$ cat config.mk
export PLATFORM = sky130hd
export DESIGN_NAME = sem_row_cell
export DESIGN_NICKNAME = d
export VERILOG_FILES = /design/src/hw/rtl/sem_pkg.sv /design/src/hw/rtl/sem_row_cell.sv
export SDC_FILE = /design/constraint.sdc
export NUM_CORES = 1
export LEC_CHECK = 0
export BUFFER_PORTS_ARGS = -buffer_cell sky130_fd_sc_hd__clkbuf_2
export CAP_MARGIN = 30
export CORE_MARGIN = 2
export CORE_UTILIZATION = 46
export DETAILED_ROUTE_END_ITERATION = 8
export PLACE_DENSITY = 0.9
export SETUP_SLACK_MARGIN = 0.5
export SKIP_LAST_GASP = 1
export SLEW_MARGIN = 20
export SYNTH_ARGS = -nofsm -noshare
export SYNTH_HDL_FRONTEND = slang
export SYNTH_SLANG_ARGS = --single-unit
$ cat constraint.sdc
create_clock -name clk -period 1 [get_ports clk]
set_input_delay 0.1 -clock clk [delete_from_list [all_inputs] [get_ports clk]]
set_output_delay 0.1 -clock clk [all_outputs]
set_load 0.01 [all_outputs]
$ cat src/hw/rtl/sem_pkg.sv
package sem_pkg;

  // Frame size limits and field widths
  localparam int MAX_WIDTH    = 2048;
  localparam int MAX_HEIGHT   = 2048;
  localparam int MIN_SIZE     = 3;
  localparam int PIX_BITS     = 8;
  localparam int IDX_BITS     = 22;
  localparam int CFG_BITS     = 12;
  localparam int CFG_IDX_BITS = 4;

  // Derived widths: sizes, pixel counts and line RAM addressing
  localparam int W_BITS     = $clog2(MAX_WIDTH + 1);
  localparam int H_BITS     = $clog2(MAX_HEIGHT + 1);
  localparam int N_BITS     = $clog2(MAX_WIDTH * MAX_HEIGHT + 1);
  localparam int LINE_AW    = $clog2(MAX_WIDTH);
  localparam int LINE_DEPTH = 2 ** LINE_AW;

  // Register reset values
  localparam logic [CFG_BITS-1:0] RESET_WIDTH  = CFG_BITS'(640);
  localparam logic [CFG_BITS-1:0] RESET_HEIGHT = CFG_BITS'(480);

  // Register indexes
  localparam logic [CFG_IDX_BITS-1:0] REG_IMAGE_WIDTH  = CFG_IDX_BITS'(0);
  localparam logic [CFG_IDX_BITS-1:0] REG_IMAGE_HEIGHT = CFG_IDX_BITS'(1);

  // Cycles the size registers need to settle after a write
  localparam logic [1:0] SETTLE_CYCLES = 2'd3;

  typedef logic [PIX_BITS-1:0]      pix_t;
  typedef logic [2:0][PIX_BITS-1:0] pix3_t;

  localparam pix_t EDGE_MAX = pix_t'(255);

  typedef enum logic {
    REQ_PIXEL = 1'b0,
    REQ_FLUSH = 1'b1
  } req_t;

  // Control carried alongside an item through the pipeline
  typedef struct packed {
    logic              pix;
    logic              res;
    logic              zero;
    logic              last;
    logic [N_BITS-1:0] idx;
  } tag_t;

endpackage

$ cat src/hw/rtl/sem_row_cell.sv
module sem_row_cell (
  input  logic            clk,
  input  logic            shift_en,
  input  sem_pkg::pix_t   pix_in,
  output sem_pkg::pix3_t  taps
);
  import sem_pkg::*;

  pix3_t taps_r;

  // Three pixels of one window row; the newest sits in tap 0.
  always_ff @(posedge clk) begin
    if (shift_en) begin
      taps_r <= {taps_r[1], taps_r[0], pix_in};
    end
  end

  assign taps = taps_r;

endmodule

Yosys cells after proc, flatten, opt, wreduce, memory -nomap -nowiden
Index checks and enable logic that the tools add are counted.
W data, S select, Z words.
Storage, ports and cells
  bits in registers: 24
  input bits: 10

Depth between registers and ports, before layout
Gate-level depths: netlist of the first run.
  depth after elaboration: 0
  gate-level depth with buffers: 0

Worst setup path before layout of the first run
No wires, ideal clock.
  path type: flip-flop to flip-flop
  start: reg taps_r (netlist bit taps[2])
  end: reg taps_r (netlist bit taps[10]) (data pin)
  setup time: 288 ps
  arrival time: 403 ps
  setup slack: 308 ps
  stages on the path, launching flop included: 1
  buffers on the path: 0
  period minus slack after synthesis: 692 ps
  cell sequence: edfxtp_1
RTL lines
  start, declared: RTL line sem_row_cell.sv:9  | pix3_t taps_r;
  start signal, assigned: RTL line sem_row_cell.sv:14  | taps_r <= {taps_r[1], taps_r[0], pix_in};
No word-level cell between the ends.

Final worst setup path of the first run
  start: reg taps_r (netlist bit taps[0])
  end: out taps[0] in the netlist's numbering
RTL lines
  end, declared: RTL line sem_row_cell.sv:5  | output sem_pkg::pix3_t taps
No word-level cell between the ends.

==> results of run 1 <==
[layer usage]
metal,GRT usage (%),part of all wire [%]
met1,10.2,34
met4,5.45,0
met5,0,0
met3,3.33,9.3
met2,16.8,56
[cell usage in the layout (no fill, tap or decap)]
cell,count
buf_6,1
buf_4,7
clkinv_1,1
clkbuf_4,3
edfxtp_1,24
buf_12,1
clkbuf_2,33
[through the flow]
step / util, % / setup WS, ns / hold slack (ns)
3_5_place_dp: 62.7 / 0.247 / 0.279
2_1_floorplan: - / 0.308 / 0.199
4_1_cts: 65.5 / 0.0381 / -0.0367
5_1_grt: 68.2 / -0.00670 / -0.0511
6_report: 68.2 / 0.0407 / -0.0302
3_3_place_gp: 62.7 / 0.267 / 0.277
[cell usage after synthesis]
library cell   n
edfxtp_1      24
[what timing repair did]
action	CTS	global route
resized for setup	0	1
endpoints found under the hold margin	8	8
endpoints found under the setup margin	40	40
setup buffers	2	5
[power by group through the flow]
stage	clock [mW]	combinational, mW	sequential, mW
5_1_grt	0.451	0.185	1.22
6_report	0.395	0.170	1.21
3_3_place_gp	0	0.140	1.24
3_5_place_dp	0	0.143	1.24
2_1_floorplan	0	0	1.27
4_1_cts	0.404	0.151	1.21
[final cells by class]
class / instances / area, sq um / share of cell area (%)
clock inverters: 1 / 3.75 / 0.369
repair buffers: 42 / 249 / 24.5
well taps: 16 / 20.0 / 1.97
clock buffers: 3 / 22.5 / 2.22
flip-flops and latches: 24 / 721 / 70.9
[how the worst max path moves through the flow]
stage                     startpoint       end  slack [ns]
after floorplan              taps[2]  taps[10]        0.31
after global placement      shift_en  taps[22]        0.27
after detailed placement    shift_en  taps[16]        0.25
after CTS                   taps[12]  taps[12]        0.04
after global routing        taps[12]  taps[12]      -0.007
final                        taps[0]   taps[0]        0.04
[cells by family after synthesis]
logic type  Yosys count  share of synthesized area [%]
flops                24                            100
==> flow_metrics.env, run 1 <==
export IMPL_status="complete, but fails checks"
export IMPL_violations="negative hold slack"
export IMPL_crit_required_ns=0.90
export IMPL_holdPathEnd="taps[2]"
export IMPL_cts_root_buf="clkbuf_4"
export IMPL_cts_buffers=3
export IMPL_drtPass1Iterations=2
export IMPL_drive_gt1_share_pct=64.3
export IMPL_power_switching_share_pct=20.2
export IMPL_fin_tns_setup_ns=0
export IMPL_finalMaxSlewViolations=0
export IMPL_slowest_stage="edfxtp_1"
export IMPL_antenna_found_initial=0
export IMPL_p_leak_nw=0.436
export IMPL_die_h_um=43.6
export IMPL_hold_worst_slack_ns=-0.0302
export IMPL_hold_class="input pin to flop"
export IMPL_dieArea_sq_um=1900
export IMPL_synth_fp_nets=34
export IMPL_p_int_mw=1.42
export IMPL_dp_cells=75
export IMPL_area_growth_pct=41.0
export IMPL_p_per_area_nw_per_um2=1750
export IMPL_cp_end_kind="primary output"
export IMPL_multi_input_area_sq_um=0
export IMPL_r2r_end="taps[8]"
export IMPL_largest_reg_flops=24
export IMPL_coreArea_sq_um=1490
export IMPL_wl_per_cell_um=10.6
export IMPL_drt_iter0_drc=3
export IMPL_diodes=0
export IMPL_r2r_cells=2
export IMPL_clockBufferDepth=2
export IMPL_min_path_cells=1
export IMPL_rrSetupSlack_ns=0.11
export IMPL_synth_area_leaders="edfxtp_1 (100%)"
export IMPL_cts_sinks=24
export IMPL_ant_nets=0
export IMPL_rsz0062_at_grt="true"
export IMPL_finalPower_mw=1.78
export IMPL_hold_path_startpoint="pix_in[2]"
export IMPL_p_seq_share_pct=68.3
export IMPL_crit_arrival_ns=0.86
export IMPL_htreeDepth=1
export IMPL_overflow=0
export IMPL_rr_startpoint="taps[0]"
export IMPL_crit_family="flip-flops"
export IMPL_vdd_drop_max_mv=0.920
export IMPL_cp_start_kind="flop"
export IMPL_path_max_fanout=2
export IMPL_row_count=14
export IMPL_skew_ns=0.00141
export IMPL_track_usage_pct=9.71
export IMPL_slew_headroom_pct=88.7
export IMPL_nets=81
export IMPL_wirelength_um=915
export IMPL_io_buffers=33
export IMPL_drc=0
export IMPL_synth_area_leader_cell="edfxtp_1"
export IMPL_gp_congestion=0.707
export IMPL_critPathBufInv=1
export IMPL_grt_pass1_vias=321
export IMPL_io_pins=34
export IMPL_hold_viol_final=8
export IMPL_vias_per_cell=4.59
export IMPL_clk_latency_ns=0.29
export IMPL_start_util_pct=48.4
export IMPL_synth_seq_cells=24
export IMPL_grt_pass1_wl_mm=1.30
export IMPL_postPlaceCellArea_sq_um=933
export IMPL_yosys_cell_types_count=1
export IMPL_yosysSeqAreaShare_pct=100
export IMPL_setup_worst_path_class="flop to primary output"
export IMPL_slowest_delay_ns=0.42
export IMPL_fin_cells=86
export IMPL_final_cell_area_sq_um=1020
export IMPL_path_cells="clkbuf_2"
export IMPL_fin_crit_ns=0.959
export IMPL_synth_area_per_cell_sq_um=30.0
export IMPL_clkPwrFrac_pct=22.2
export IMPL_max_cap_violations=0
export IMPL_worst_slew_pin_slew_ns=0.169
export IMPL_p_switching_mw=0.359
export IMPL_ys_warn_count=0
export IMPL_dr_total_vias=395
export IMPL_synth_top_area_share_pct=100
export IMPL_grt_max_degree=16
export IMPL_crit_cells=1
export IMPL_die_x_um=43.6
export IMPL_path_clk_slew_ns=0.12
export IMPL_max_freq_mhz=1040
export IMPL_setup_viol=0
export IMPL_synthCells=24
export IMPL_synth_cell_area_sq_um=721
export IMPL_min_period_over_period_pct=95.9
export IMPL_multi_input_gates=0
export IMPL_cts_tree="done"
export IMPL_comb_power_share_pct=9.5
export IMPL_nFillCells=100
(Power assumes the default switching activity.)
==> inputs of run 2 (changes only) <==
- CORE_UTILIZATION: 46 -> 43
- PLACE_DENSITY: 0.9 -> 0.86
- clock period: 1 -> 0.9 ns (I/O delays scaled with it)
==> flow_metrics.env, run 2 (synthesis results as in run 1) <==
export IMPL_slowest_stage="edfxtp_1"
export IMPL_io_pins=34
export IMPL_drc=0
export IMPL_hold_worst_slack_ns=-0.0404
export IMPL_multi_input_gates=0
export IMPL_hold_class="input pin to flop"
export IMPL_finalPower_mw=1.96
export IMPL_postPlaceCellArea_sq_um=926
export IMPL_setup_ws_ns=-0.0635
export IMPL_nets=78
export IMPL_crit_arrival_ns=0.87
export IMPL_drt_iter0_drc=9
export IMPL_gp_congestion=0.662
export IMPL_cts_buffers=3
export IMPL_final_cell_mix="clkbuf_2 (32), edfxtp_1 (24), buf_4 (5)"
export IMPL_skew_ns=0.00273
export IMPL_max_freq_mhz=1040
export IMPL_final_cell_area_sq_um=990
export IMPL_grt_max_degree=25
export IMPL_grt_pass1_wl_mm=1.39
export IMPL_p_leak_nw=0.421
export IMPL_die_h_um=44.9
export IMPL_path_clk_slew_ns=0.12
export IMPL_dp_cells=74
export IMPL_ant_nets=0
export IMPL_row_count=14
export IMPL_cts_root_buf="clkbuf_4"
export IMPL_cts_tree="done"
export IMPL_drtPass1Iterations=3
export IMPL_cp_start_kind="flop"
export IMPL_worst_slew_pin_slew_ns=0.126
export IMPL_start_util_pct=46.8
export IMPL_max_cap_violations=0
export IMPL_antenna_found_initial=0
export IMPL_area_growth_pct=37.3
export IMPL_fin_util_pct=64.2
export IMPL_dr_total_vias=378
export IMPL_vdd_drop_max_mv=1.04
export IMPL_vias_per_cell=4.55
export IMPL_crit_required_ns=0.81
export IMPL_path_cells="clkbuf_2"
export IMPL_critPathBufInv=1
export IMPL_setup_viol=19
export IMPL_setup_worst_path_class="flop to primary output"
export IMPL_overflow=0
export IMPL_p_per_area_nw_per_um2=1980
export IMPL_multi_input_area_sq_um=0
export IMPL_drive_gt1_share_pct=62.7
export IMPL_rsz0062_at_grt="true"
export IMPL_wirelength_um=979
export IMPL_crit_family="flip-flops"
export IMPL_min_period_over_period_pct=107
export IMPL_final_common_cell="clkbuf_2"
export IMPL_fin_cells=83
export IMPL_status="complete, but fails checks"
export IMPL_grt_pass1_vias=316
export IMPL_path_max_fanout=2
export IMPL_cp_end_kind="primary output"
export IMPL_slew_headroom_pct=91.6
export IMPL_fin_tns_setup_ns=-0.477
export IMPL_fin_crit_ns=0.963
export IMPL_clockBufferDepth=2
export IMPL_finalMaxSlewViolations=0
export IMPL_violations="negative hold slack, negative setup slack"
export IMPL_wl_per_cell_um=11.8
export IMPL_htreeDepth=1
export IMPL_slowest_delay_ns=0.43
export IMPL_io_buffers=33
export IMPL_clk_latency_ns=0.29
export IMPL_diodes=0
export IMPL_cts_sinks=24
export IMPL_die_x_um=44.9
export IMPL_hold_viol_final=8
export IMPL_track_usage_pct=10.5
export IMPL_coreArea_sq_um=1540
export IMPL_dieArea_sq_um=2020
export IMPL_largest_reg_flops=24
[run 2: final timing paths]
kind,startpoint,end,slack [ns],depth (start not counted)
max,taps[12],taps[12],-0.06,1
min,pix_in[1],taps[1],-0.04,1
max reg2reg,taps[4],taps[12],0.13,1
min reg2reg,taps[0],taps[8],0.46,0
[run 2: routing by layer]
metal	global-route usage, %	routed length (um)	vias up	share of wire (%)
met2	19.4	538	23	55
met1	8.56	311	169	32
met5	0	0	-	0
li1	-	-	184	-
met4	7.06	10	0	1.0
met3	4.40	119	2	12
[run 2: repair_timing]
item,4_1_cts,5_1_grt
endpoints found under the setup margin,40,40
endpoints found under the hold margin,8,8
setup buffers,4,1
resized for setup,0,1
[run 2: through the flow]
stage               setup slack (ns)  hold WS (ns)
CTS                          -0.0816       -0.0496
global placement               0.237         0.269
detailed placement             0.217         0.269
global route                 -0.0995       -0.0559
floorplan                      0.208         0.189
finish                       -0.0635       -0.0404
[run 2: layout make-up]
cell class	count	area, sq um
Fill cell	114	552
Timing Repair Buffer	39	223
Tap cell	16	20.0
Clock buffer	3	22.5
Clock inverter	1	3.75
Sequential cell	24	721
[run 2: power breakdown]
part           internal (mW)  switching, mW  leakage [nW]
registers               1.32         0.0296         0.235
clock network          0.161          0.275        0.0154
logic                 0.0853         0.0910         0.170
total                   1.57          0.395         0.421
==> inputs of run 3 (changes only) <==
- TNS_END_PERCENT: unset -> 10
==> flow_metrics.env, run 3 (synthesis results as in run 1) <==
export IMPL_status="complete, but fails checks"
export IMPL_violations="negative hold slack, negative setup slack"
export IMPL_antenna_found_initial=0
export IMPL_hold_viol_final=8
export IMPL_row_count=14
export IMPL_final_cell_mix="clkbuf_2 (33), edfxtp_1 (24), clkbuf_4 (3), buf_4 (3)"
export IMPL_slowest_delay_ns=0.43
export IMPL_r2r_end="taps[12]"
export IMPL_grt_pass1_vias=308
export IMPL_cts_buffers=3
export IMPL_skew_ns=0.00228
export IMPL_drtPass1Iterations=3
export IMPL_cts_root_buf="clkbuf_4"
export IMPL_dr_total_vias=368
export IMPL_multi_input_area_sq_um=0
export IMPL_overflow=0
export IMPL_htreeDepth=1
export IMPL_hold_class="input pin to flop"
export IMPL_track_usage_pct=10.3
export IMPL_p_leak_nw=0.411
export IMPL_slew_headroom_pct=91.5
export IMPL_setup_worst_path_class="flop to primary output"
export IMPL_area_growth_pct=35.2
export IMPL_slowest_stage="edfxtp_1"
export IMPL_clk_latency_ns=0.29
export IMPL_pre_cts_slack_ns=0.217
export IMPL_finalMaxSlewViolations=0
export IMPL_start_util_pct=46.8
export IMPL_hold_path_startpoint="pix_in[1]"
export IMPL_drt_iter0_drc=9
export IMPL_io_pins=34
export IMPL_nets=76
export IMPL_ant_nets=0
export IMPL_clockBufferDepth=2
export IMPL_min_path_cells=1
export IMPL_vdd_drop_max_mv=1.04
export IMPL_cts_tree="done"
export IMPL_path_max_fanout=2
export IMPL_multi_input_gates=0
export IMPL_holdPathEnd="taps[1]"
export IMPL_die_x_um=44.9
export IMPL_max_cap_violations=0
export IMPL_dieArea_sq_um=2020
export IMPL_final_cell_area_sq_um=975
export IMPL_setup_viol=16
export IMPL_grt_pass1_wl_mm=1.37
export IMPL_worst_slew_pin_slew_ns=0.127
export IMPL_rr_startpoint="taps[4]"
export IMPL_grt_max_degree=25
export IMPL_crit_required_ns=0.81
export IMPL_io_buffers=33
export IMPL_drc=0
export IMPL_critPathBufInv=1
export IMPL_postPlaceCellArea_sq_um=926
export IMPL_drive_gt1_share_pct=61.5
export IMPL_crit_family="flip-flops"
export IMPL_max_freq_mhz=1040
export IMPL_setup_ws_ns=-0.0606
export IMPL_final_common_cell="clkbuf_2"
export IMPL_wl_per_cell_um=12.0
export IMPL_cts_sinks=24
export IMPL_hold_worst_slack_ns=-0.0397
export IMPL_post_cts_resized=0
export IMPL_path_clk_slew_ns=0.11
export IMPL_fin_tns_setup_ns=-0.468
export IMPL_coreArea_sq_um=1540
export IMPL_gp_congestion=0.662
export IMPL_cp_end_kind="primary output"
export IMPL_diodes=0
export IMPL_largest_reg_flops=24
export IMPL_fin_crit_ns=0.961
export IMPL_min_period_over_period_pct=107
export IMPL_p_per_area_nw_per_um2=2000
export IMPL_path_cells="clkbuf_2"
export IMPL_r2r_cells=1
export IMPL_crit_arrival_ns=0.87
export IMPL_die_h_um=44.9
export IMPL_wirelength_um=971
export IMPL_rrSetupSlack_ns=0.13
export IMPL_vias_per_cell=4.54
export IMPL_rsz0062_at_grt="true"
export IMPL_cp_start_kind="flop"
export IMPL_seq_area_sq_um=721
export IMPL_nFillCells=116
export IMPL_fin_util_pct=63.2
[run 3: per-stage QoR]
step	hold slack [ns]	total power, mW	instances
floorplan	0.189	1.42	24
detailed placement	0.269	1.54	74
global placement	0.269	1.53	74
CTS	-0.0496	1.97	80
global route	-0.0559	2.04	81
finish	-0.0397	1.95	81
[run 3: repair_timing]
item	4_1_cts	5_1_grt
endpoints found under the setup margin	40	40
setup buffers	2	1
endpoints found under the hold margin	8	8
[run 3: report_power, final]
group | total (mW) | switching (mW) | internal, mW | leakage (nW)
Clock | 0.435 | 0.274 | 0.161 | 0.0154
Sequential | 1.35 | 0.0298 | 1.32 | 0.235
Combinational | 0.168 | 0.0897 | 0.0787 | 0.161
Total | 1.95 | 0.393 | 1.56 | 0.411
[run 3: worst max-delay path by stage]
stage,start,end,slack (ns),depth (start not counted)
3_3_place_gp,shift_en,taps[17],0.24,2
4_1_cts,taps[12],taps[12],-0.08,1
6_report,taps[12],taps[12],-0.06,1
3_5_place_dp,taps[12],taps[20],0.22,0
2_1_floorplan,taps[2],taps[10],0.21,0
5_1_grt,taps[12],taps[12],-0.1,1
[run 3: layer usage]
metal / wire (um) / GRT usage, % / share of wire (%)
met2: 536 / 18.9 / 55
met5: 0 / 0 / 0
met3: 119 / 4.40 / 12
met1: 305 / 8.56 / 31
met4: 10 / 7.06 / 1.0
[run 3: final cells by class]
class / instances / area share [%]
flip-flops and latches: 24 / 73.9
repair buffers: 37 / 21.3
clock buffers: 3 / 2.31
well taps: 16 / 2.05
clock inverters: 1 / 0.385
