===== config.mk =====
export PLATFORM = sky130hd
export DESIGN_NAME = sem_grad
export DESIGN_NICKNAME = d
export VERILOG_FILES = /design/src/hw/rtl/sem_pkg.sv /design/src/hw/rtl/sem_grad.sv
export SDC_FILE = /design/constraint.sdc
export NUM_CORES = 1
export LEC_CHECK = 0
export CORE_AREA = 2 2 99 101
export DETAILED_ROUTE_END_ITERATION = 16
export DIE_AREA = 0 0 101 103
export DONT_BUFFER_PORTS = 1
export PLACE_DENSITY_LB_ADDON = 0.15
export SYNTH_ARGS = -nofsm -noshare
export SYNTH_HDL_FRONTEND = slang
export SYNTH_SLANG_ARGS = --single-unit

===== constraint.sdc =====
create_clock -name vclk -period 6.65
set_input_delay 0.9975 -clock vclk [all_inputs]
set_output_delay 0.9975 -clock vclk [all_outputs]
set_load 0.1 [all_outputs]

===== src/hw/rtl/sem_pkg.sv =====
package sem_pkg;

  // Frame size limits and field widths
  localparam int MAX_WIDTH    = 2048;
  localparam int MAX_HEIGHT   = 2048;
  localparam int MIN_SIZE     = 3;
  localparam int PIX_BITS     = 8;
  localparam int IDX_BITS     = 22;
  localparam int CFG_BITS     = 12;
  localparam int CFG_IDX_BITS = 4;

  // Derived widths: sizes, pixel counts and line RAM addressing
  localparam int W_BITS     = $clog2(MAX_WIDTH + 1);
  localparam int H_BITS     = $clog2(MAX_HEIGHT + 1);
  localparam int N_BITS     = $clog2(MAX_WIDTH * MAX_HEIGHT + 1);
  localparam int LINE_AW    = $clog2(MAX_WIDTH);
  localparam int LINE_DEPTH = 2 ** LINE_AW;

  // Register reset values
  localparam logic [CFG_BITS-1:0] RESET_WIDTH  = CFG_BITS'(640);
  localparam logic [CFG_BITS-1:0] RESET_HEIGHT = CFG_BITS'(480);

  // Register indexes
  localparam logic [CFG_IDX_BITS-1:0] REG_IMAGE_WIDTH  = CFG_IDX_BITS'(0);
  localparam logic [CFG_IDX_BITS-1:0] REG_IMAGE_HEIGHT = CFG_IDX_BITS'(1);

  // Cycles the size registers need to settle after a write
  localparam logic [1:0] SETTLE_CYCLES = 2'd3;

  typedef logic [PIX_BITS-1:0]      pix_t;
  typedef logic [2:0][PIX_BITS-1:0] pix3_t;

  localparam pix_t EDGE_MAX = pix_t'(255);

  typedef enum logic {
    REQ_PIXEL = 1'b0,
    REQ_FLUSH = 1'b1
  } req_t;

  // Control carried alongside an item through the pipeline
  typedef struct packed {
    logic              pix;
    logic              res;
    logic              zero;
    logic              last;
    logic [N_BITS-1:0] idx;
  } tag_t;

endpackage


===== src/hw/rtl/sem_grad.sv =====
module sem_grad (
  input  sem_pkg::pix3_t row_top,
  input  sem_pkg::pix3_t row_mid,
  input  sem_pkg::pix3_t row_bot,
  output sem_pkg::pix_t  mag
);
  import sem_pkg::*;

  logic [PIX_BITS+1:0]        gx_pos, gx_neg, gy_pos, gy_neg;
  logic signed [PIX_BITS+2:0] gx, gy;
  logic [PIX_BITS+1:0]        gx_abs, gy_abs;
  logic [PIX_BITS+2:0]        sum;

  // Window a b c / d e f / g h i, oldest pixel in tap 2 of each row.
  always_comb begin
    gx_pos = {2'b00, row_top[2]} + {1'b0, row_top[1], 1'b0} + {2'b00, row_top[0]};
    gx_neg = {2'b00, row_bot[2]} + {1'b0, row_bot[1], 1'b0} + {2'b00, row_bot[0]};
    gy_pos = {2'b00, row_top[2]} + {1'b0, row_mid[2], 1'b0} + {2'b00, row_bot[2]};
    gy_neg = {2'b00, row_top[0]} + {1'b0, row_mid[0], 1'b0} + {2'b00, row_bot[0]};
    gx = $signed({1'b0, gx_pos}) - $signed({1'b0, gx_neg});
    gy = $signed({1'b0, gy_pos}) - $signed({1'b0, gy_neg});
  end

  // Absolute values, their sum and saturation to the pixel range.
  always_comb begin
    gx_abs = gx[PIX_BITS+2] ? PIX_BITS'(0) + (PIX_BITS+2)'(-gx) : (PIX_BITS+2)'(gx);
    gy_abs = gy[PIX_BITS+2] ? PIX_BITS'(0) + (PIX_BITS+2)'(-gy) : (PIX_BITS+2)'(gy);
    sum    = {1'b0, gx_abs} + {1'b0, gy_abs};
    mag    = (sum > (PIX_BITS+3)'(EDGE_MAX)) ? EDGE_MAX : sum[PIX_BITS-1:0];
  end

endmodule


After elaboration in Yosys (flattened, before gate mapping)
Index checks and enable logic that the tools add are counted.
{"block": "word_totals", "register_bits": 0, "input_bits": 72, "out_inout_bits": 8, "elab_cells": 17}
{"block": "classes", "n_addsub": 13, "n_lt_le_gt_ge": 1, "n_mux": 3}
{"operator": "$add A10 B8 Y10", "count": 4}
{"operator": "$add A8 B9 Y10", "count": 4}
{"operator": "$sub A10 B10 Y11", "count": 2}
{"operator": "$mux W10", "count": 2}
{"operator": "$neg A10 Y10", "count": 2}
{"operator": "$add A10 B10 Y11", "count": 1}
{"operator": "$gt A11 B8 Y1 const B", "count": 1}
{"operator": "$mux W8", "count": 1}

Depth between registers and ports, before layout
Gate-level depths: netlist of the first run.
{"block": "logic_depth", "depth_word": 8, "mapped_depth": 24, "mapped_depth_nobuf": 23}

Worst setup path after synthesis of the first run
OpenSTA, ideal clock, no wires.
{"block": "synth_timing", "path_type": "input port to output port", "from": "in row_top[5] in the netlist's numbering", "to": "out mag[7]", "arrival_ns": 6.486, "required_ns": 5.653, "path_slack_ns": -0.834, "cell_stages": 22, "path_buffers": 1, "path_cell_list": "inv_1 -> fa_1 -> inv_1 -> fa_1 -> inv_1 -> fa_1 -> inv_1 -> ha_1 -> buf_2 -> a21oi_1 -> o211ai_1 -> a21oi_1 -> nor2_1 -> a211oi_2 -> o21ai_0 -> fa_1 -> a21o_1 -> a21oi_1 -> nand2b_1 -> a21oi_1 -> or4_1 -> a211o_1"}
{"block": "synth_via", "elab_chain_cells": 8, "elab_cells_between_ends": 12, "classes_between": "add/sub: 8; order compare: 1; mux: 3"}
{"item": "start, declared", "line": "sem_grad.sv:2", "text": "input sem_pkg::pix3_t row_top,"}
{"item": "$add A8 B9 Y10", "line": "sem_grad.sv:19", "text": "gy_neg = {2'b00, row_top[0]} + {1'b0, row_mid[0], 1'b0} + {2'b00, row_bot[0]};"}
{"item": "$add A10 B8 Y10", "line": "sem_grad.sv:19"}
{"item": "$sub A10 B10 Y11", "line": "sem_grad.sv:21", "text": "gy = $signed({1'b0, gy_pos}) - $signed({1'b0, gy_neg});"}
{"item": "$neg A10 Y10", "line": "sem_grad.sv:27", "text": "gy_abs = gy[PIX_BITS+2] ? PIX_BITS'(0) + (PIX_BITS+2)'(-gy) : (PIX_BITS+2)'(gy);"}
{"item": "$mux W10", "line": "sem_grad.sv:27"}
{"item": "$add A10 B10 Y11 *", "line": "sem_grad.sv:28", "text": "sum = {1'b0, gx_abs} + {1'b0, gy_abs};"}
{"item": "$gt A11 B8 Y1", "line": "sem_grad.sv:29", "text": "mag = (sum > (PIX_BITS+3)'(EDGE_MAX)) ? EDGE_MAX : sum[PIX_BITS-1:0];"}
{"item": "$mux W8 *", "line": "sem_grad.sv:29"}
{"item": "end, declared", "line": "sem_grad.sv:5", "text": "output sem_pkg::pix_t mag"}
Mark *: on every way between the ends. The rest lies on a longest branch, timed or not.

Worst setup path in the final report of the first run
{"block": "layout_timing", "from": "in row_top[19] in the netlist's numbering", "to": "out mag[0]"}
{"block": "layout_via", "elab_chain_cells": 8, "elab_cells_between_ends": 13, "classes_between": "add/sub: 9; order compare: 1; mux: 3"}
{"item": "$add A8 B9 Y10 (on tied branches)", "line": "sem_grad.sv:16, sem_grad.sv:18"}
{"item": "$add A10 B8 Y10 (on tied branches)", "line": "sem_grad.sv:16, sem_grad.sv:18"}
{"item": "$sub A10 B10 Y11 (on tied branches)", "line": "sem_grad.sv:20, sem_grad.sv:21"}
{"item": "$neg A10 Y10 (on tied branches)", "line": "sem_grad.sv:26, sem_grad.sv:27"}
{"item": "$mux W10 (on tied branches)", "line": "sem_grad.sv:26, sem_grad.sv:27"}
{"item": "$add A10 B10 Y11 *", "line": "sem_grad.sv:28"}
{"item": "$gt A11 B8 Y1", "line": "sem_grad.sv:29"}
{"item": "$mux W8 *", "line": "sem_grad.sv:29"}
Marks and branches as above.

==> results of run 1 <==
[worst min-delay path, cell delays in order]
cell	delay, ns
inv_1	0.06
buf_4	0.12
ha_1	0.16
ha_1	0.14
or3_4	0.30
[synthesized netlist by cell type]
cell,instances
nor2b_1,3
ha_1,36
a21boi_0,1
buf_2,1
a211oi_1,1
fa_1,63
or3_1,3
xor2_1,14
or4_1,2
nand3b_1,1
o21ai_0,9
a31oi_2,1
clkbuf_1,2
o211ai_1,2
a211o_1,3
and2_1,2
and3_1,2
nor3_1,5
o21a_1,3
nand2_1,19
o41ai_1,1
o31ai_1,2
mux2_2,1
nand4_1,1
xnor2_1,23
a32oi_1,1
nor2_1,14
inv_1,134
nor3b_1,1
o31ai_2,1
a221o_1,1
a21oi_2,1
o22ai_1,1
mux2i_1,1
a21o_1,11
o21bai_1,1
a311o_1,1
a211oi_2,2
nand2b_1,8
a21oi_1,14
nand3_1,8
[layout make-up]
type / count / area, um2 / area share
multi-input cells: 264 / 3149 / 0.6926
repair buffers: 93 / 738.2 / 0.1624
well taps: 114 / 142.6 / 0.03137
inverters: 134 / 516.7 / 0.1136
[per-stage QoR]
stage | cells | setup WS [ns] | utilization
final | 605 | -0.3758 | 0.4807
after detailed placement | 595 | -0.7032 | 0.4466
after floorplan | 401 | -0.5422 | -
after global placement | 595 | -0.7017 | 0.4466
after global routing | 605 | -0.5937 | 0.4807
after CTS | 603 | -0.3961 | 0.4702
[what timing repair did]
item                       4_1_cts  5_1_grt
setup endpoints to repair        8        8
pin swaps                       49        9
setup buffers                    8        3
gates resized for setup         33       21
[cell families (layout without fill, tap and decap cells)]
logic type | Yosys count | after routing | share of synthesized area
compound gates | 57 | 57 | 0.1213
xor+xnor | 37 | 37 | 0.09785
fa+ha+maj | 99 | 99 | 0.5168
buf+inv | 137 | 227 | 0.1556
mux | 2 | 2 | 0.006422
simple gates | 69 | 69 | 0.1020
[layer usage]
metal,vias to the layer above,GRT usage,part of all wire
li1,1389,-,-
met1,1289,0.1809,0.44
met2,49,0.2897,0.52
met3,6,0.002034,0.024
met4,0,0.009356,0.012
met5,-,0,0
[final timing paths]
check                        from  endpoint  slack, ns  cells past startpoint
worst max-delay path  row_top[19]    mag[0]      -0.38                     20
worst min-delay path  row_bot[17]    mag[0]       2.79                      5
==> results.py, run 1 <==
metrics = {
    "run_status": {
        "status": "finished, violations left",
        "violations": "negative setup slack",
    },
    "setup_path": {
        "path_buf_inv": 3,
        "cp.arrival_ns": 6.03,
        "path_max_fanout": 3,
        "critPathMaxStageDelay_ns": 0.57,
        "critPathTopFamily": "adder cells",
        "crit_path_start_kind": "input port",
        "cp_common_cell": "fa_1",
        "cp-end-kind": "primary output",
        "crit_slowest_cell": "fa_1",
        "critPathKind": "input port to primary output",
        "worstPathRequired_ns": 5.65,
        "cp_cell_sequence": "fa_1, fa_1, inv_2, fa_1, inv_2, ha_4, o21ai_2, nor2_2, or3_4, a221o_1, a21o_1, nor2_2, xnor2_1, ha_1, buf_6, a21o_1, a211oi_4, o21ai_1, mux2_4, or3_4",
    },
    "timing": {
        "fmax_mhz": 142.3,
        "fin_ws_ns": -0.3758,
        "maxSlewHeadroom": 0.7199,
        "holdWs_ns": 2.789,
        "worst_pin_slew_ns": 0.4172,
        "layout_min_cycle_time_ns": 7.026,
        "rsz0062_at_grt": "yes",
        "setup_tns_ns": -2.330,
        "drv_slew": 0,
        "hold_viol": 0,
        "finalCritPeriodShare": 1.057,
        "finalSetupViolations": 8,
    },
    "global_routing": {
        "first_global_vias": 2989,
        "grtUsageTotal": 0.1444,
        "grt_max_degree": 8,
        "grt_pass1_wl_um": 12520,
        "overflow": 0,
        "antenna_found_initial": 0,
    },
    "yosys": {
        "ys_seq_area_frac": 0,
        "postSynthAreaPerCell_um2": 8.259,
        "syn-instance-count": 401,
        "synth_top_cell_by_area": "fa_1",
        "syn_area_mm2": 0.003312,
        "synth_warnings": 0,
        "syn_nets": 572,
        "ys_top_cells_by_area": "fa_1 (38%), inv_1 (15%), ha_1 (14%)",
        "synth_cell_types": 41,
        "synth_top_area_share": 0.3808,
    },
    "final_layout": {
        "final_area_mm2": 0.004547,
        "seq_area_um2": 0,
        "seq_cells": 0,
        "layout_common_cells": "inv_1 (121), buf_4 (87), fa_1 (61)",
        "clock_buffer_count": 0,
        "drive_gt1_frac": 0.3259,
        "fin_nets": 664,
        "fillers": 930,
        "area_growth_pct": 37.29,
        "antennaDiodeCount": 0,
        "final_common_cell": "inv_1",
    },
    "route": {
        "dr_total_vias": 2733,
        "ant_nets": 0,
        "drt-total-wl_um": 6905,
        "routed_via_density": 4.517,
        "wl_per_cell_um": 11.41,
        "drt_iter0_drc": 46,
        "drt_first_pass_iters": 4,
        "drcViolationCount": 0,
    },
    "place": {
        "io_buffers": 0,
        "gp_congestion": 0.8750,
        "place_area_mm2": 0.004224,
        "dp_hpwl_um": 6324,
    },
    "floorplanning": {
        "rows": 36,
        "die_area_mm2": 0.01040,
        "initial_core_util": 0.3501,
        "fp.dieW_um": 101,
        "coreArea_mm2": 0.009459,
        "dieHeight_um": 103,
        "ios": 80,
    },
    "flow_run": {
        "maxCapViolations": 0,
    },
    "clock_tree": {
        "holdBufCountCts": 0,
    },
    "min_path": {
        "hold_class": "input port to primary output",
    },
}
Power of run 1 is left out: the tool's default activity adds up to more than one toggle a clock period on the data nets, which glitch-free logic cannot reach.
==> run 2, diff against run 1 <==
- CAP_MARGIN: not set -> 30
- MAX_ROUTING_LAYER: not set -> met4
- clock period: 6.65 -> 8.1 ns (I/O delays scaled with it)
==> run 2 against run 1 <==
  * The flow now finishes without violations
  * Sequential share of layout area is the same
  * Die area is the same
  * Global-route usage shrank 0.96 points
  * Design area shrank 18%
  * Sequential cell count is the same
  * Worst hold slack gained 0.41 ns
  * Critical path type unchanged
==> results.py, run 2 (synthesis results as in run 1) <==
metrics = {
    "run_status": {
        "status": "finished clean",
    },
    "global_routing": {
        "antenna_found_initial": 0,
        "first_global_vias": 2721,
        "grtUsageTotal": 0.1348,
        "grt_pass1_wl_um": 11470,
        "grt_max_degree": 11,
        "overflow": 0,
    },
    "route": {
        "wl_per_cell_um": 11.38,
        "drt_iter0_drc": 53,
        "dr_total_vias": 2446,
        "drt_first_pass_iters": 4,
        "drt-total-wl_um": 6041,
        "ant_nets": 0,
        "drcViolationCount": 0,
        "routed_via_density": 4.606,
    },
    "floorplanning": {
        "rows": 36,
        "fp.dieW_um": 101,
        "coreArea_mm2": 0.009459,
        "ios": 80,
        "initial_core_util": 0.3501,
        "dieHeight_um": 103,
        "die_area_mm2": 0.01040,
    },
    "min_path": {
        "min_from": "row_bot[17]",
        "hold_class": "input port to primary output",
    },
    "setup_path": {
        "cp-end-kind": "primary output",
        "worstPathRequired_ns": 6.88,
        "critPathLaunch": "row_bot[3]",
        "path_max_fanout": 6,
        "critPathKind": "input port to primary output",
        "cp.arrival_ns": 6.62,
        "crit_path_start_kind": "input port",
    },
    "place": {
        "pre_cts_slack_ns": -0.05084,
        "place_area_mm2": 0.003677,
        "placed_cells": 530,
        "dp_hpwl_um": 5815,
        "io_buffers": 0,
        "gp_congestion": 0.8239,
    },
    "timing": {
        "drv_slew": 0,
        "fmax_mhz": 127.7,
        "finalCritPeriodShare": 0.9668,
        "hold_viol": 0,
        "finalSetupViolations": 0,
        "maxSlewHeadroom": 0.7385,
        "fin_ws_ns": 0.2688,
        "layout_min_cycle_time_ns": 7.831,
        "worst_pin_slew_ns": 0.3872,
    },
    "final_layout": {
        "seq_area_um2": 0,
        "drive_gt1_frac": 0.07914,
        "layout_common_cells": "inv_1 (133), fa_1 (63), ha_1 (34)",
        "final_common_cell": "inv_1",
        "antennaDiodeCount": 0,
        "clock_buffer_count": 0,
        "area_growth_pct": 12.39,
        "final_core_util": 0.3935,
        "fin_cells": 531,
        "seq_cells": 0,
        "fillers": 982,
        "final_area_mm2": 0.003722,
        "fin_nets": 590,
    },
    "clock_tree": {
        "holdBufCountCts": 0,
    },
    "flow_run": {
        "maxCapViolations": 0,
    },
}
## run 2: timing repair
item / 4_1_cts / 5_1_grt
endpoints found under the setup margin: 3 / 8
buffers inserted: 0 / 1
gates resized for setup: 2 / 10
pin swaps: 0 / 8
## run 2: path summary, 6_finish.rpt
kind | end | cells past startpoint
worst max-delay path | mag[7] | 22
worst min-delay path | mag[0] | 5
## run 2: cell type report
class / instances / area [um2] / area share
inverter: 134 / 506.7 / 0.1361
tap: 114 / 142.6 / 0.03832
timing repair buffer: 19 / 242.7 / 0.06521
multi-input combinational: 264 / 2830 / 0.7603
## run 2: metrics by stage
stage / hold WS [ns] / setup TNS [ns]
2_1_floorplan: 3.498 / 0
3_3_place_gp: 3.211 / 0
3_5_place_dp: 3.210 / -0.09837
4_1_cts: 3.211 / 0
5_1_grt: 3.255 / -0.0009748
6_report: 3.194 / 0
## run 2: worst max-delay path, stage by stage
cell and delay (ns):
clkinvlp_4 0.08, fa_1 0.49, fa_1 0.55, inv_1 0.06, fa_1 0.54, inv_1 0.05
ha_2 0.22, a211oi_2 0.20, nor2_1 0.09, or3_4 0.35, a221o_1 0.41, a21o_1 0.23
nor2_1 0.14, xnor2_1 0.15, ha_1 0.29, a21o_1 0.18, a21oi_2 0.15, nand2b_1 0.14
a21oi_1 0.09, or4_1 0.51, a211o_1 0.31, buf_12 0.18
## run 2: per-layer routing
metal	track usage	vias up	share of wire
met3	0	0	0.023
met5	-	-	0
met1	0.1733	1157	0.46
met2	0.2564	44	0.51
li1	-	1245	-
met4	0	0	0
Power of run 2 is left out for the same reason.
==> run 3, diff against run 2 <==
- ABC_AREA: not set -> 1
- CORE_AREA: 2 2 99 101 -> 2 2 103 105
- DIE_AREA: 0 0 101 103 -> 0 0 105 107
==> run 3 against run 2 <==
  * Global-route usage shrank 0.063 points
  * Largest cell class unchanged
  * Critical path depth grew 5
  * Core utilization shrank 1.6 points
  * Sequential cell count is the same
==> results.py, run 3 <==
metrics = {
    "min_path": {
        "min_to": "mag[0]",
        "min_from": "row_top[1]",
        "hold_path_depth": 6,
        "hold_class": "input port to primary output",
    },
    "floorplanning": {
        "ios": 80,
        "dieHeight_um": 107,
        "rows": 37,
        "die_area_mm2": 0.01124,
        "initial_core_util": 0.3559,
        "fp.dieW_um": 105,
        "coreArea_mm2": 0.01009,
    },
    "timing": {
        "fmax_mhz": 134.8,
        "drv_slew": 0,
        "setup_tns_ns": 0,
        "rsz0062_at_grt": "no",
        "finalSetupViolations": 0,
        "hold_viol": 0,
        "finalCritPeriodShare": 0.9161,
        "worst_pin_slew_ns": 0.4247,
        "layout_min_cycle_time_ns": 7.420,
        "maxSlewHeadroom": 0.7139,
    },
    "final_layout": {
        "drive_gt1_frac": 0.04112,
        "seq_cells": 0,
        "area_growth_pct": 6.096,
        "fin_nets": 708,
        "clock_buffer_count": 0,
        "final_common_cell": "inv_1",
        "seq_area_um2": 0,
        "antennaDiodeCount": 0,
        "layout_common_cells": "inv_1 (194), nand2_1 (108), fa_1 (63)",
    },
    "yosys": {
        "syn_area_mm2": 0.003592,
        "synth_warnings": 0,
        "syn_nets": 699,
        "synth_top_area_share": 0.3511,
        "syn-instance-count": 528,
        "synth_top_cell_by_area": "fa_1",
        "ys_seq_area_frac": 0,
        "yosys.cell_count.top_type": "inv_1",
        "synth_cell_types": 26,
        "synthTopCellsByCount": "inv_1 (194), nand2_1 (108), fa_1 (63), ha_1 (36), nand3_1 (31)",
        "postSynthAreaPerCell_um2": 6.803,
        "ys_top_cells_by_area": "fa_1 (35%), inv_1 (20%), ha_1 (13%)",
    },
    "global_routing": {
        "overflow": 0,
        "grtUsageTotal": 0.1342,
        "grt_pass1_wl_um": 12590,
        "antenna_found_initial": 0,
        "grt_max_degree": 18,
        "first_global_vias": 2998,
    },
    "route": {
        "ant_nets": 0,
        "drt_iter0_drc": 96,
        "drt-total-wl_um": 6760,
        "routed_via_density": 4.286,
        "drcViolationCount": 0,
        "dr_total_vias": 2876,
        "drt_first_pass_iters": 4,
        "wl_per_cell_um": 10.07,
    },
    "setup_path": {
        "crit_path_start_kind": "input port",
        "critPathMaxStageDelay_ns": 0.55,
        "path_max_fanout": 17,
        "critPathKind": "input port to primary output",
        "cp.arrival_ns": 6.21,
        "cp_common_cell": "nand2_1",
        "cp-end-kind": "primary output",
        "crit_slowest_cell": "fa_1",
        "worstPathRequired_ns": 6.88,
    },
    "flow_run": {
        "maxCapViolations": 0,
    },
    "clock_tree": {
        "post_cts_buffers": 0,
        "holdBufCountCts": 0,
        "cts-resized-gates": 0,
    },
    "place": {
        "dp_hpwl_um": 6481,
        "gp_congestion": 0.8352,
        "io_buffers": 0,
    },
    "run_status": {
        "status": "finished clean",
    },
}
-- run 3: cell types whose count changed after synthesis, sizes merged, moves of 9 or more --
cell	delta
a21o	-10
inv	+63
nand2	+94
nand3	+25
nand4	+9
xnor2	-16
-- run 3: cell families (layout without fill, tap and decap cells) --
kind of cell	count (synthesis)	in the layout	synth area share
buffers and inverters	198	205	0.2090
and+or+nand+nor	182	182	0.2215
adders and majority gates	99	99	0.4765
AOI/OAI and AO/OA	34	34	0.05643
xor gates and xnor gates	15	15	0.03657
-- run 3: how the worst max path moves through the flow --
| stage | from | endpoint | depth (start not counted) |
|---|---|---|---|
| floorplan | row_top[5] | mag[0] | 25 |
| global placement | row_top[5] | mag[2] | 25 |
| detailed placement | row_top[5] | mag[2] | 25 |
| CTS | row_top[5] | mag[0] | 27 |
| global route | row_top[21] | mag[0] | 28 |
| finish | row_top[5] | mag[0] | 27 |
-- run 3: through the flow --
| stage | utilization | worst slack, ns | hold slack [ns] | std cells | instance area [um2] |
|---|---|---|---|---|---|
| 2_1_floorplan | - | 0.9207 | 3.485 | 528 | 3592 |
| 3_3_place_gp | 0.3776 | 0.7437 | 3.267 | 671 | 3811 |
| 3_5_place_dp | 0.3776 | 0.6590 | 3.277 | 671 | 3811 |
| 4_1_cts | 0.3776 | 0.6419 | 3.276 | 671 | 3811 |
| 5_1_grt | 0.3776 | 0.1388 | 3.329 | 671 | 3811 |
| 6_report | 0.3776 | 0.6799 | 3.264 | 671 | 3811 |
-- run 3: area by class of cell --
class,instances,area [um2]
Multi-Input combinational cell,330,2841
Tap cell,136,170.2
Fill cell,1109,6281
Timing Repair Buffer,8,60.06
Inverter,197,739.5
-- run 3: worst max-delay path, delay by kind of cell --
family | cells | cell delay (ns)
adder cells (fa/ha/maj) | 5 | 2.26
AO/OA/AOI/OAI | 7 | 1.29
AND/OR/NAND/NOR | 10 | 0.96
buffers and inverters | 5 | 0.46
-- run 3: metal layers --
layer / vias to the layer above / track usage / part of all wire
met3: 0 / 0.003647 / 0.035
met2: 57 / 0.2551 / 0.50
met4: 0 / 0 / 0
met1: 1278 / 0.1701 / 0.47
li1: 1541 / - / -
met5: - / - / 0
Power of run 3 is left out for the same reason.
